==> src/rtl/core/spl_pkg.sv <==
// ============================================================================
// spl_pkg: shared types and constants for the stereo peak limiter
// Widths, register map, reset values and sequencer states.
// ============================================================================
package spl_pkg;

    localparam int SAMPLE_W = 24;   // Q1.23 audio sample
    localparam int MAG_W    = 24;   // magnitude of one sample, up to 2^23
    localparam int SUM_W    = 25;   // magnitude of L+R, up to 2^24
    localparam int GAIN_W   = 31;   // gain, 1.0 = 2^30
    localparam int THR_W    = 28;   // threshold and trim, 1.0 = 2^24
    localparam int RATE_W   = 31;   // attack / release, 1.0 = 2^30
    localparam int GT_W     = 35;   // trim times gain, 1.0 = 2^30
    localparam int MUL_W    = 32;   // shared multiplier operand width
    localparam int PROD_W   = 64;   // shared multiplier product width
    localparam int DEN_W    = 36;   // soft-knee denominator, 1.0 = 2^30
    localparam int QUO_W    = 31;   // reciprocal quotient, at most 2^30
    localparam int CNT_W    = 5;    // quotient bit counter
    localparam int ADDR_W   = 5;    // APB byte address
    localparam int DATA_W   = 32;   // APB data

    localparam logic [GAIN_W-1:0] GAIN_ONE = 31'h4000_0000;

    // remainder seed: dividend 2^60 with its upper bits already shifted in
    localparam logic [DEN_W-1:0] RECIP_REM_INIT = 36'h0_2000_0000;

    // register map, word index
    localparam logic [2:0] REG_SOFT_KNEE = 3'd0;
    localparam logic [2:0] REG_THRESHOLD = 3'd1;
    localparam logic [2:0] REG_ATTACK    = 3'd2;
    localparam logic [2:0] REG_RELEASE   = 3'd3;
    localparam logic [2:0] REG_TRIM      = 3'd4;

    localparam logic              RST_SOFT_KNEE = 1'b0;
    localparam logic [THR_W-1:0]  RST_THRESHOLD = 28'd2642147;
    localparam logic [RATE_W-1:0] RST_ATTACK    = 31'd649950000;
    localparam logic [RATE_W-1:0] RST_RELEASE   = 31'd339547;
    localparam logic [THR_W-1:0]  RST_TRIM      = 28'd26591549;

    localparam logic [SAMPLE_W-1:0] OUT_MAX = 24'h7F_FFFF;
    localparam logic [SAMPLE_W-1:0] OUT_MIN = 24'h80_0000;

    typedef enum logic [3:0] {
        ST_IDLE,
        ST_LEVEL,
        ST_COMPARE,
        ST_DENOM,
        ST_DIVIDE,
        ST_TARGET,
        ST_STEP,
        ST_UPDATE,
        ST_TRIM,
        ST_SCALE,
        ST_CH_LO,
        ST_CH_HI,
        ST_CH_SUM,
        ST_DONE
    } state_t;

endpackage

==> src/rtl/core/spl_recip.sv <==
// ============================================================================
// spl_recip: iterative reciprocal unit
// Computes floor(2^60 / divisor) for divisor >= 2^30, one quotient bit a cycle.
// ============================================================================
module spl_recip
    import spl_pkg::*;
(
    input  logic             aclk,
    input  logic             aresetn,
    input  logic             start,
    input  logic [DEN_W-1:0] divisor,
    output logic             done,
    output logic [QUO_W-1:0] quotient
);

    logic [DEN_W-1:0] div_reg,  div_next;
    logic [DEN_W-1:0] rem_reg,  rem_next;
    logic [QUO_W-1:0] quo_reg,  quo_next;
    logic [CNT_W-1:0] cnt_reg,  cnt_next;
    logic             busy_reg, busy_next;
    logic             done_reg, done_next;

    logic [DEN_W:0]   rem_shift;
    logic             fits;

    assign rem_shift = {rem_reg, 1'b0};
    assign fits      = (rem_shift >= {1'b0, div_reg});

    always_comb begin
        div_next  = div_reg;
        rem_next  = rem_reg;
        quo_next  = quo_reg;
        cnt_next  = cnt_reg;
        busy_next = busy_reg;
        done_next = done_reg;
        if (start) begin
            div_next  = divisor;
            rem_next  = RECIP_REM_INIT;
            quo_next  = '0;
            cnt_next  = CNT_W'(QUO_W - 1);
            busy_next = 1'b1;
            done_next = 1'b0;
        end else if (busy_reg) begin
            // restoring step; dividend bits below the seed are all zero
            rem_next = fits ? DEN_W'(rem_shift - {1'b0, div_reg}) : rem_shift[DEN_W-1:0];
            quo_next = {quo_reg[QUO_W-2:0], fits};
            if (cnt_reg == '0) begin
                busy_next = 1'b0;
                done_next = 1'b1;
            end else begin
                cnt_next = cnt_reg - 1'b1;
            end
        end
    end

    always_ff @(posedge aclk) begin
        if (!aresetn) begin
            busy_reg <= 1'b0;
            done_reg <= 1'b0;
            cnt_reg  <= '0;
        end else begin
            busy_reg <= busy_next;
            done_reg <= done_next;
            cnt_reg  <= cnt_next;
        end
    end

    always_ff @(posedge aclk) begin
        div_reg <= div_next;
        rem_reg <= rem_next;
        quo_reg <= quo_next;
    end

    assign done     = done_reg;
    assign quotient = quo_reg;

`ifndef SYNTHESIS
    // divisor is at least 1.0, so the reciprocal never exceeds 1.0
    a_quot_bound: assert property (@(posedge aclk) disable iff (!aresetn)
        done_reg |-> (quo_reg <= GAIN_ONE))
        else $error("reciprocal above unity");
`endif

endmodule

==> src/rtl/core/stereo_peak_limiter.sv <==
// ============================================================================
// stereo_peak_limiter: feedback peak limiter for stereo sample pairs
// One smoothed gain, hard or soft knee, trimmed and saturated outputs.
// ============================================================================
// Usage:
//   s_ channel carries one stereo word (left, right, Q1.23). m_ channel
//   returns the limited pair plus the updated gain (1.0 = 2^30). Both use
//   valid/ready. Settings sit in an APB register file (knee, threshold,
//   attack, release, trim); write them only while the block is idle.
//   Operation: one word at a time through a single 32x32 multiplier under a
//   sequencer. Soft knee adds a divide in the reciprocal unit, which resolves
//   one quotient bit per cycle. The result goes to an output register:
//   s_ready returns while it waits, and a stalled receiver only holds the
//   next word at its final step.
//   Reset (aresetn low, synchronous) restores register defaults, sets the
//   gain to 1.0 and empties the output register.
// ============================================================================
module stereo_peak_limiter
    import spl_pkg::*;
(
    input  logic                       aclk,
    input  logic                       aresetn,
    // input words
    input  logic                       s_valid,
    output logic                       s_ready,
    input  logic signed [SAMPLE_W-1:0] s_left_in,
    input  logic signed [SAMPLE_W-1:0] s_right_in,
    // result words
    output logic                       m_valid,
    input  logic                       m_ready,
    output logic signed [SAMPLE_W-1:0] m_left_out,
    output logic signed [SAMPLE_W-1:0] m_right_out,
    output logic        [GAIN_W-1:0]   m_gain_now,
    // configuration
    input  logic                       psel,
    input  logic                       penable,
    input  logic                       pwrite,
    input  logic        [ADDR_W-1:0]   paddr,
    input  logic        [DATA_W-1:0]   pwdata,
    output logic        [DATA_W-1:0]   prdata,
    output logic                       pready
);

    // configuration registers
    logic              knee_reg,    knee_next;
    logic [THR_W-1:0]  thr_reg,     thr_next;
    logic [RATE_W-1:0] attack_reg,  attack_next;
    logic [RATE_W-1:0] release_reg, release_next;
    logic [THR_W-1:0]  trim_reg,    trim_next;

    // control
    state_t            state_reg,   state_next;
    logic [GAIN_W-1:0] gain_reg,    gain_next;
    logic              m_valid_reg, m_valid_next;
    logic              ch_reg,      ch_next;
    logic              down_reg,    down_next;

    // datapath
    logic [MAG_W-1:0]    mag_l_reg,  mag_l_next;
    logic [MAG_W-1:0]    mag_r_reg,  mag_r_next;
    logic                neg_l_reg,  neg_l_next;
    logic                neg_r_reg,  neg_r_next;
    logic [SUM_W-1:0]    sum_reg,    sum_next;
    logic [PROD_W-1:0]   prod_reg,   prod_next;
    logic [GAIN_W-1:0]   diff_reg,   diff_next;
    logic [GT_W-1:0]     gt_reg,     gt_next;
    logic [MAG_W-1:0]    acc_reg,    acc_next;
    logic [SAMPLE_W-1:0] res_l_reg,  res_l_next;
    logic [SAMPLE_W-1:0] res_r_reg,  res_r_next;
    logic [SAMPLE_W-1:0] m_left_reg, m_left_next;
    logic [SAMPLE_W-1:0] m_right_reg, m_right_next;
    logic [GAIN_W-1:0]   m_gain_reg, m_gain_next;

    // shared multiplier
    logic [MUL_W-1:0]  mul_a, mul_b;
    logic              mul_en;

    // reciprocal unit
    logic              recip_start;
    logic              recip_done;
    logic [QUO_W-1:0]  recip_quot;
    logic [DEN_W-1:0]  denom;

    // helpers
    logic signed [SUM_W-1:0] in_sum;
    logic signed [SUM_W-1:0] l_ext, r_ext;
    logic [57:0]       lev_ext, thr_ext, excess;
    logic              over;
    logic [MUL_W-1:0]  delta;
    logic [GAIN_W+1:0] up_sum;
    logic [GAIN_W-1:0] gain_dn, gain_up;
    logic [MAG_W-1:0]  ch_mag;
    logic              ch_neg;
    logic [28:0]       total;
    logic [SAMPLE_W-1:0] ch_res;
    logic              cfg_wr;
    logic [2:0]        cfg_idx;

    spl_recip u_recip (
        .aclk     (aclk),
        .aresetn  (aresetn),
        .start    (recip_start),
        .divisor  (denom),
        .done     (recip_done),
        .quotient (recip_quot)
    );

    // ---------------- configuration port ----------------
    assign pready  = 1'b1;
    assign cfg_wr  = psel && penable && pwrite;
    assign cfg_idx = paddr[ADDR_W-1:2];

    always_comb begin
        knee_next    = knee_reg;
        thr_next     = thr_reg;
        attack_next  = attack_reg;
        release_next = release_reg;
        trim_next    = trim_reg;
        if (cfg_wr) begin
            case (cfg_idx)
                REG_SOFT_KNEE: knee_next    = pwdata[0];
                REG_THRESHOLD: thr_next     = pwdata[THR_W-1:0];
                REG_ATTACK:    attack_next  = pwdata[RATE_W-1:0];
                REG_RELEASE:   release_next = pwdata[RATE_W-1:0];
                REG_TRIM:      trim_next    = pwdata[THR_W-1:0];
                default: ;
            endcase
        end
    end

    always_comb begin
        case (cfg_idx)
            REG_SOFT_KNEE: prdata = {{(DATA_W-1){1'b0}}, knee_reg};
            REG_THRESHOLD: prdata = {{(DATA_W-THR_W){1'b0}}, thr_reg};
            REG_ATTACK:    prdata = {{(DATA_W-RATE_W){1'b0}}, attack_reg};
            REG_RELEASE:   prdata = {{(DATA_W-RATE_W){1'b0}}, release_reg};
            REG_TRIM:      prdata = {{(DATA_W-THR_W){1'b0}}, trim_reg};
            default:       prdata = '0;
        endcase
    end

    // ---------------- datapath helpers ----------------
    assign l_ext  = SUM_W'(s_left_in);
    assign r_ext  = SUM_W'(s_right_in);
    assign in_sum = l_ext + r_ext;

    // hard-knee level test: S*g against threshold*2^30
    assign lev_ext = {3'b000, prod_reg[54:0]};
    assign thr_ext = {thr_reg, 30'd0};
    assign over    = lev_ext > thr_ext;
    assign excess  = lev_ext - thr_ext;

    assign denom = {{(DEN_W-GAIN_W){1'b0}}, GAIN_ONE} + prod_reg[52:17];

    // gain step, clamped to [0, 1.0]
    assign delta   = prod_reg[61:30];
    assign gain_dn = ({1'b0, delta} >= {2'b00, gain_reg}) ? '0
                                                          : gain_reg - delta[GAIN_W-1:0];
    assign up_sum  = {2'b00, gain_reg} + {1'b0, delta};
    assign gain_up = (up_sum > {2'b00, GAIN_ONE}) ? GAIN_ONE : up_sum[GAIN_W-1:0];

    // per-channel output: truncate toward zero, then saturate
    assign ch_mag = ch_reg ? mag_r_reg : mag_l_reg;
    assign ch_neg = ch_reg ? neg_r_reg : neg_l_reg;
    assign total  = {5'd0, acc_reg} + prod_reg[28:0];

    always_comb begin
        if (ch_neg) begin
            ch_res = (total > 29'h80_0000) ? OUT_MIN : SAMPLE_W'(-total[SAMPLE_W-1:0]);
        end else begin
            ch_res = (total > {5'd0, OUT_MAX}) ? OUT_MAX : total[SAMPLE_W-1:0];
        end
    end

    // ---------------- sequencer ----------------
    always_comb begin
        state_next   = state_reg;
        gain_next    = gain_reg;
        ch_next      = ch_reg;
        down_next    = down_reg;
        mag_l_next   = mag_l_reg;
        mag_r_next   = mag_r_reg;
        neg_l_next   = neg_l_reg;
        neg_r_next   = neg_r_reg;
        sum_next     = sum_reg;
        diff_next    = diff_reg;
        gt_next      = gt_reg;
        acc_next     = acc_reg;
        res_l_next   = res_l_reg;
        res_r_next   = res_r_reg;
        m_left_next  = m_left_reg;
        m_right_next = m_right_reg;
        m_gain_next  = m_gain_reg;
        m_valid_next = m_valid_reg && !m_ready;
        mul_a        = '0;
        mul_b        = '0;
        mul_en       = 1'b0;
        recip_start  = 1'b0;

        case (state_reg)
            ST_IDLE: begin
                if (s_valid) begin
                    mag_l_next = s_left_in[SAMPLE_W-1] ? MAG_W'(-l_ext) : MAG_W'(l_ext);
                    mag_r_next = s_right_in[SAMPLE_W-1] ? MAG_W'(-r_ext) : MAG_W'(r_ext);
                    neg_l_next = s_left_in[SAMPLE_W-1];
                    neg_r_next = s_right_in[SAMPLE_W-1];
                    sum_next   = in_sum[SUM_W-1] ? SUM_W'(-in_sum) : SUM_W'(in_sum);
                    state_next = ST_LEVEL;
                end
            end
            ST_LEVEL: begin
                mul_en = 1'b1;
                if (knee_reg) begin
                    mul_a      = {{(MUL_W-THR_W){1'b0}}, thr_reg};
                    mul_b      = {{(MUL_W-SUM_W){1'b0}}, sum_reg};
                    state_next = ST_DENOM;
                end else begin
                    mul_a      = {{(MUL_W-SUM_W){1'b0}}, sum_reg};
                    mul_b      = {{(MUL_W-GAIN_W){1'b0}}, gain_reg};
                    state_next = ST_COMPARE;
                end
            end
            ST_COMPARE: begin
                down_next  = over;
                diff_next  = over ? excess[54:24] : GAIN_ONE - gain_reg;
                state_next = ST_STEP;
            end
            ST_DENOM: begin
                recip_start = 1'b1;
                state_next  = ST_DIVIDE;
            end
            ST_DIVIDE: begin
                if (recip_done) begin
                    state_next = ST_TARGET;
                end
            end
            ST_TARGET: begin
                down_next  = gain_reg > recip_quot;
                diff_next  = (gain_reg > recip_quot) ? gain_reg - recip_quot
                                                     : recip_quot - gain_reg;
                state_next = ST_STEP;
            end
            ST_STEP: begin
                mul_en     = 1'b1;
                mul_a      = {{(MUL_W-RATE_W){1'b0}}, down_reg ? attack_reg : release_reg};
                mul_b      = {{(MUL_W-GAIN_W){1'b0}}, diff_reg};
                state_next = ST_UPDATE;
            end
            ST_UPDATE: begin
                gain_next  = down_reg ? gain_dn : gain_up;
                state_next = ST_TRIM;
            end
            ST_TRIM: begin
                mul_en     = 1'b1;
                mul_a      = {{(MUL_W-THR_W){1'b0}}, trim_reg};
                mul_b      = {{(MUL_W-GAIN_W){1'b0}}, gain_reg};
                state_next = ST_SCALE;
            end
            ST_SCALE: begin
                gt_next    = prod_reg[58:24];
                ch_next    = 1'b0;
                state_next = ST_CH_LO;
            end
            ST_CH_LO: begin
                // low 30 bits of the scale factor first
                mul_en     = 1'b1;
                mul_a      = {{(MUL_W-MAG_W){1'b0}}, ch_mag};
                mul_b      = {2'b00, gt_reg[29:0]};
                state_next = ST_CH_HI;
            end
            ST_CH_HI: begin
                acc_next   = prod_reg[53:30];
                mul_en     = 1'b1;
                mul_a      = {{(MUL_W-MAG_W){1'b0}}, ch_mag};
                mul_b      = {{(MUL_W-5){1'b0}}, gt_reg[GT_W-1:30]};
                state_next = ST_CH_SUM;
            end
            ST_CH_SUM: begin
                if (ch_reg) begin
                    res_r_next = ch_res;
                    state_next = ST_DONE;
                end else begin
                    res_l_next = ch_res;
                    ch_next    = 1'b1;
                    state_next = ST_CH_LO;
                end
            end
            ST_DONE: begin
                // hold until the output register is free
                if (!m_valid_reg || m_ready) begin
                    m_left_next  = res_l_reg;
                    m_right_next = res_r_reg;
                    m_gain_next  = gain_reg;
                    m_valid_next = 1'b1;
                    state_next   = ST_IDLE;
                end
            end
            default: begin
                state_next = ST_IDLE;
            end
        endcase
    end

    assign prod_next = mul_en ? {{(PROD_W-MUL_W){1'b0}}, mul_a} * {{(PROD_W-MUL_W){1'b0}}, mul_b}
                              : prod_reg;

    always_ff @(posedge aclk) begin
        if (!aresetn) begin
            state_reg   <= ST_IDLE;
            gain_reg    <= GAIN_ONE;
            m_valid_reg <= 1'b0;
            ch_reg      <= 1'b0;
            down_reg    <= 1'b0;
            knee_reg    <= RST_SOFT_KNEE;
            thr_reg     <= RST_THRESHOLD;
            attack_reg  <= RST_ATTACK;
            release_reg <= RST_RELEASE;
            trim_reg    <= RST_TRIM;
        end else begin
            state_reg   <= state_next;
            gain_reg    <= gain_next;
            m_valid_reg <= m_valid_next;
            ch_reg      <= ch_next;
            down_reg    <= down_next;
            knee_reg    <= knee_next;
            thr_reg     <= thr_next;
            attack_reg  <= attack_next;
            release_reg <= release_next;
            trim_reg    <= trim_next;
        end
    end

    always_ff @(posedge aclk) begin
        mag_l_reg   <= mag_l_next;
        mag_r_reg   <= mag_r_next;
        neg_l_reg   <= neg_l_next;
        neg_r_reg   <= neg_r_next;
        sum_reg     <= sum_next;
        prod_reg    <= prod_next;
        diff_reg    <= diff_next;
        gt_reg      <= gt_next;
        acc_reg     <= acc_next;
        res_l_reg   <= res_l_next;
        res_r_reg   <= res_r_next;
        m_left_reg  <= m_left_next;
        m_right_reg <= m_right_next;
        m_gain_reg  <= m_gain_next;
    end

    assign s_ready     = (state_reg == ST_IDLE);
    assign m_valid     = m_valid_reg;
    assign m_left_out  = m_left_reg;
    assign m_right_out = m_right_reg;
    assign m_gain_now  = m_gain_reg;

`ifndef SYNTHESIS
    a_gain_bound: assert property (@(posedge aclk) disable iff (!aresetn)
        gain_reg <= GAIN_ONE)
        else $error("smoothed gain above unity");

    a_gain_hold: assert property (@(posedge aclk) disable iff (!aresetn)
        (state_reg != ST_UPDATE) |=> $stable(gain_reg))
        else $error("gain changed outside its update step");

    a_out_load: assert property (@(posedge aclk) disable iff (!aresetn)
        $rose(m_valid_reg) |-> $past(state_reg == ST_DONE))
        else $error("result word raised without a finished item");
`endif

endmodule
==> config.mk <==
export PLATFORM = sky130hd
export DESIGN_NAME = stereo_peak_limiter
export DESIGN_NICKNAME = d
export VERILOG_FILES = /design/src/rtl/core/spl_pkg.sv /design/src/rtl/core/spl_recip.sv /design/src/rtl/core/stereo_peak_limiter.sv
export SDC_FILE = /design/constraint.sdc
export NUM_CORES = 2
export LEC_CHECK = 0
export BUFFER_PORTS_ARGS = -buffer_cell sky130_fd_sc_hd__buf_2
export CAP_MARGIN = 40
export CORE_MARGIN = 2
export CORE_UTILIZATION = 55
export CTS_CLUSTER_DIAMETER = 200
export DETAILED_ROUTE_END_ITERATION = 8
export GPL_TIMING_DRIVEN = 1
export PLACE_DENSITY = 0.74
export SYNTH_ARGS = -nofsm -noshare
export SYNTH_HDL_FRONTEND = slang
export SYNTH_SLANG_ARGS = --single-unit
==> constraint.sdc <==
create_clock -name aclk -period 28.8 [get_ports aclk]
set_input_delay 1.44 -clock aclk [delete_from_list [all_inputs] [get_ports aclk]]
set_output_delay 1.44 -clock aclk [all_outputs]
set_load 0.005 [all_outputs]
==> key figures <==
Floorplanning
  • Row cnt: 131
  • I/O pin cnt: 206
  • Core area: 127,000 sq um
  • Die height: 361 um
  • Die width: 361 um
  • Die area: 131,000 sq um
  • Initial Util: 55.3%

Worst setup path
  • Crit path max-delay cell type: a222oi_1
  • Worst-path maximum fanout: 30
  • Crit-path most repeated cell: fa_1
  • CP max stage delay: 0.86 ns
  • Crit start category: flip-flop
  • Crit path DAT: 11.75 ns
  • R2R setup slack: 17.42 ns
  • RR Startpoint: state_reg[2]$_SDFFE_PN0P_
  • CP required: 29.17 ns
  • Crit. End Element: flip-flop
  • Reg2Reg Depth: 30
  • RR Endpoint: prod_reg[61]$_DFFE_PP_
  • Critical path type: reg2reg

Pwr
  • Final Power: 3540 uW
  • Power share of the combinational group: 40.8%
  • Cell Int Power: 2080 uW
  • Sw frac: 41.3%
  • Net Sw Power: 1460 uW
  • Power per cell area: 46.4 nW/um^2
  • Reg power frac: 32.7%
  • Leak: 0.0343 uW
  • Clock network power share: 26.6%
  • Maximum vdd ir drop: 0.0426 mV

Placement
  • Dpl cell area: 73,900 sq um
  • IO buf count: 200
  • HPWL Detailed: 192,000 um
  • GP Congestion: 1.04
  • Worst slack, placed: 17.79 ns

Timing
  • Total negative slack: 0 ns
  • Setup violations, final: 0
  • Clk_skew: 0.0249 ns
  • Fin. max-slew vios: 0
  • Final min period: 11.38 ns
  • Hold WS: 0.417 ns
  • Post-route setup slack: 17.42 ns
  • Least-Margin Pin Slew: 0.990 ns
  • Relative slew margins: 33.8%
  • Period utilisation layout: 39.5%
  • RSZ-0062 raised after global routing: no
  • Fmax: 87.9 MHz
  • Final hold vios: 0

Clock tree
  • Post-CTS sizing: 0
  • Post-CTS setup repair buffer count: 0
  • Worst-path clk slew: 0.06 ns
  • Root Driver: clkbuf_16
  • H-tree lvl count: 3
  • CTS tree: done
  • CTS Hold Buffers Added: 0
  • CTS sink count: 621
  • Max clock buf depth: 3
  • Num CTS Buffers: 71
  • Clock Latency Late Sink: 0.65 ns

Global routing
  • Initial antenna violation count: 24
  • Vias in the first global route: 60,632
  • Global Route Usage Sum: 38.9%
  • Gr ovfl total: 0
  • Largest net degree at the start of global routing: 75
  • Global-route wire length before repair: 379,000 um

Synthesis
  • Synth Warn #: 0
  • Syn avg cell area: 8.87 sq um
  • Yosys cell types: 95
  • Ys flop type: edfxtp_1
  • Syn Nets: 9,386
  • Post-synth EDFFs: 390
  • Sequential share of the synthesized area: 23.2%
  • Post-synth ARST share: 0%
  • Netlist Area Pre-Place: 70,300 sq um
  • FF+latch count, synth: 621
  • Synth Instances: 7,924

Routing
  • Vias per cell: 6.29
  • Vias: 61,350
  • Initial DRT Pass Iterations: 7
  • Wirelength per Cell: 26.3 um
  • DRC errors left: 0
  • Final wirelength: 256,000 um
  • Initial drt markers: 7,010
  • ANT nets after route: 0

Final layout
  • Fin nets: 9,472
  • Number of flip-flops in the largest register: 62
  • Share of cells above drive strength 1: 8.03%
  • # fillers: 10,918
  • Fin area: 76,300 sq um
  • Area Overhead vs Synth: 8.53%

Status
  • Status: complete, no violations

Run
  • Max-cap viol count: 0

Worst hold path
  • Worst min path class: reg2reg
  • Worst min-delay path endpoint: m_left_out[9]$_DFFE_PP_
  • Hold Path Cell Cnt: 0
  • Worst hold path startpoint: res_l_reg[9]$_DFFE_PP_
[layout by cell type (no fill, tap or decap), types with 45 or more instances in the layout]
cell          n
inv_1      1107
nand2_1    1061
fa_1        845
nor2_1      788
ha_1        525
a21oi_1     469
edfxtp_1    390
o21ai_0     252
dfxtp_1     228
xnor2_1     227
buf_2       203
buf_4       183
mux2i_1     158
a21o_1      145
nand3_1     121
nor3_1       85
xor2_1       78
a22oi_1      75
clkbuf_16    73
nand4_1      65
nand2b_1     60
a211oi_1     56
nor2b_1      53
a31oi_1      49
and3_1       45
[power groups by stage]
stage / Combinational [uW] / Sequential, uW / Clock (uW)
after floorplan: 910 / 1130 / 0
after global placement: 1350 / 1170 / 0
after detailed placement: 1380 / 1170 / 0
after CTS: 1390 / 1150 / 942
after global routing: 1530 / 1160 / 976
final: 1440 / 1160 / 941
[kinds of logic after synthesis]
logic type	count (synthesis)	share of synthesized area, %
muxes	170	2.44
AOI/OAI and AO/OA	1466	13.5
buffers and inverters	1504	8.07
and+or+nand+nor	2486	15.5
other	2	0.0107
DFF	621	23.2
adders and majority gates	1370	33.4
xor gates and xnor gates	305	3.80
[Yosys cell counts (39+ instances only)]
| cell type | number | area, sq um |
|---|---|---|
| a211o_1 | 40 | 350 |
| a211oi_1 | 80 | 601 |
| a21o_1 | 146 | 1100 |
| a21oi_1 | 469 | 2350 |
| a22oi_1 | 75 | 563 |
| a31oi_1 | 50 | 313 |
| and3_1 | 47 | 294 |
| clkbuf_1 | 365 | 1370 |
| dfxtp_1 | 231 | 4620 |
| edfxtp_1 | 390 | 11700 |
| fa_1 | 845 | 16900 |
| ha_1 | 525 | 6570 |
| inv_1 | 1108 | 4160 |
| mux2i_1 | 159 | 1590 |
| nand2_1 | 1062 | 3990 |
| nand2b_1 | 60 | 375 |
| nand3_1 | 121 | 606 |
| nand4_1 | 65 | 407 |
| nor2_1 | 792 | 2970 |
| nor2b_1 | 55 | 344 |
| nor3_1 | 87 | 435 |
| nor4_1 | 39 | 244 |
| o21ai_0 | 253 | 1270 |
| xnor2_1 | 227 | 1990 |
| xor2_1 | 78 | 683 |
[how the worst max path moves through the flow]
stage	to	slack (ns)	start
3_3_place_gp	prod_reg[61]$_DFFE_PP_	17.78	state_reg[1]$_SDFFE_PN0P_
3_5_place_dp	prod_reg[61]$_DFFE_PP_	17.79	state_reg[2]$_SDFFE_PN0P_
4_1_cts	prod_reg[61]$_DFFE_PP_	17.77	state_reg[2]$_SDFFE_PN0P_
2_1_floorplan	prod_reg[61]$_DFFE_PP_	19.28	state_reg[1]$_SDFFE_PN0P_
6_report	prod_reg[61]$_DFFE_PP_	17.42	state_reg[2]$_SDFFE_PN0P_
5_1_grt	prod_reg[61]$_DFFE_PP_	17.01	state_reg[2]$_SDFFE_PN0P_
[final cells by class]
cell class / instances / area (sq um) / area share (%)
inverters: 1109 / 4160 / 5.46
diodes: 16 / 40.0 / 0.0525
repair buffers: 408 / 2760 / 3.61
multi-input cells: 5799 / 48500 / 63.6
flip-flops and latches: 621 / 16300 / 21.4
clock buffers: 92 / 1950 / 2.55
clock inverters: 39 / 418 / 0.548
well taps: 1662 / 2080 / 2.73
[routing by layer]
metal | up-vias | GRT usage, % | share of wire, % | wire length [um]
met4 | 28 | 27.0 | 8.5 | 21700
li1 | 26428 | - | - | -
met3 | 1029 | 11.7 | 12 | 31700
met5 | - | 0 | 0.078 | 199
met1 | 30025 | 47.6 | 36 | 91900
met2 | 3840 | 59.2 | 43 | 111000
[stage by stage]
stage	std cells	util, %
2_1_floorplan	7924	-
3_3_place_gp	9573	57.8
3_5_place_dp	9598	58.1
4_1_cts	9729	59.9
5_1_grt	9730	59.9
6_report	9746	60.0
[critical path: cells and delay by family, from the launching register on]
| family | cells | cell delay (ns) |
|---|---|---|
| AND/OR/NAND/NOR | 9 | 2.57 |
| XOR/XNOR | 1 | 0.15 |
| AO/OA/AOI/OAI | 7 | 2.62 |
| buffers and inverters | 4 | 0.47 |
| adder cells (fa/ha/maj) | 9 | 4.52 |
| flip-flops | 1 | 0.74 |
(Power assumes the default switching activity.)
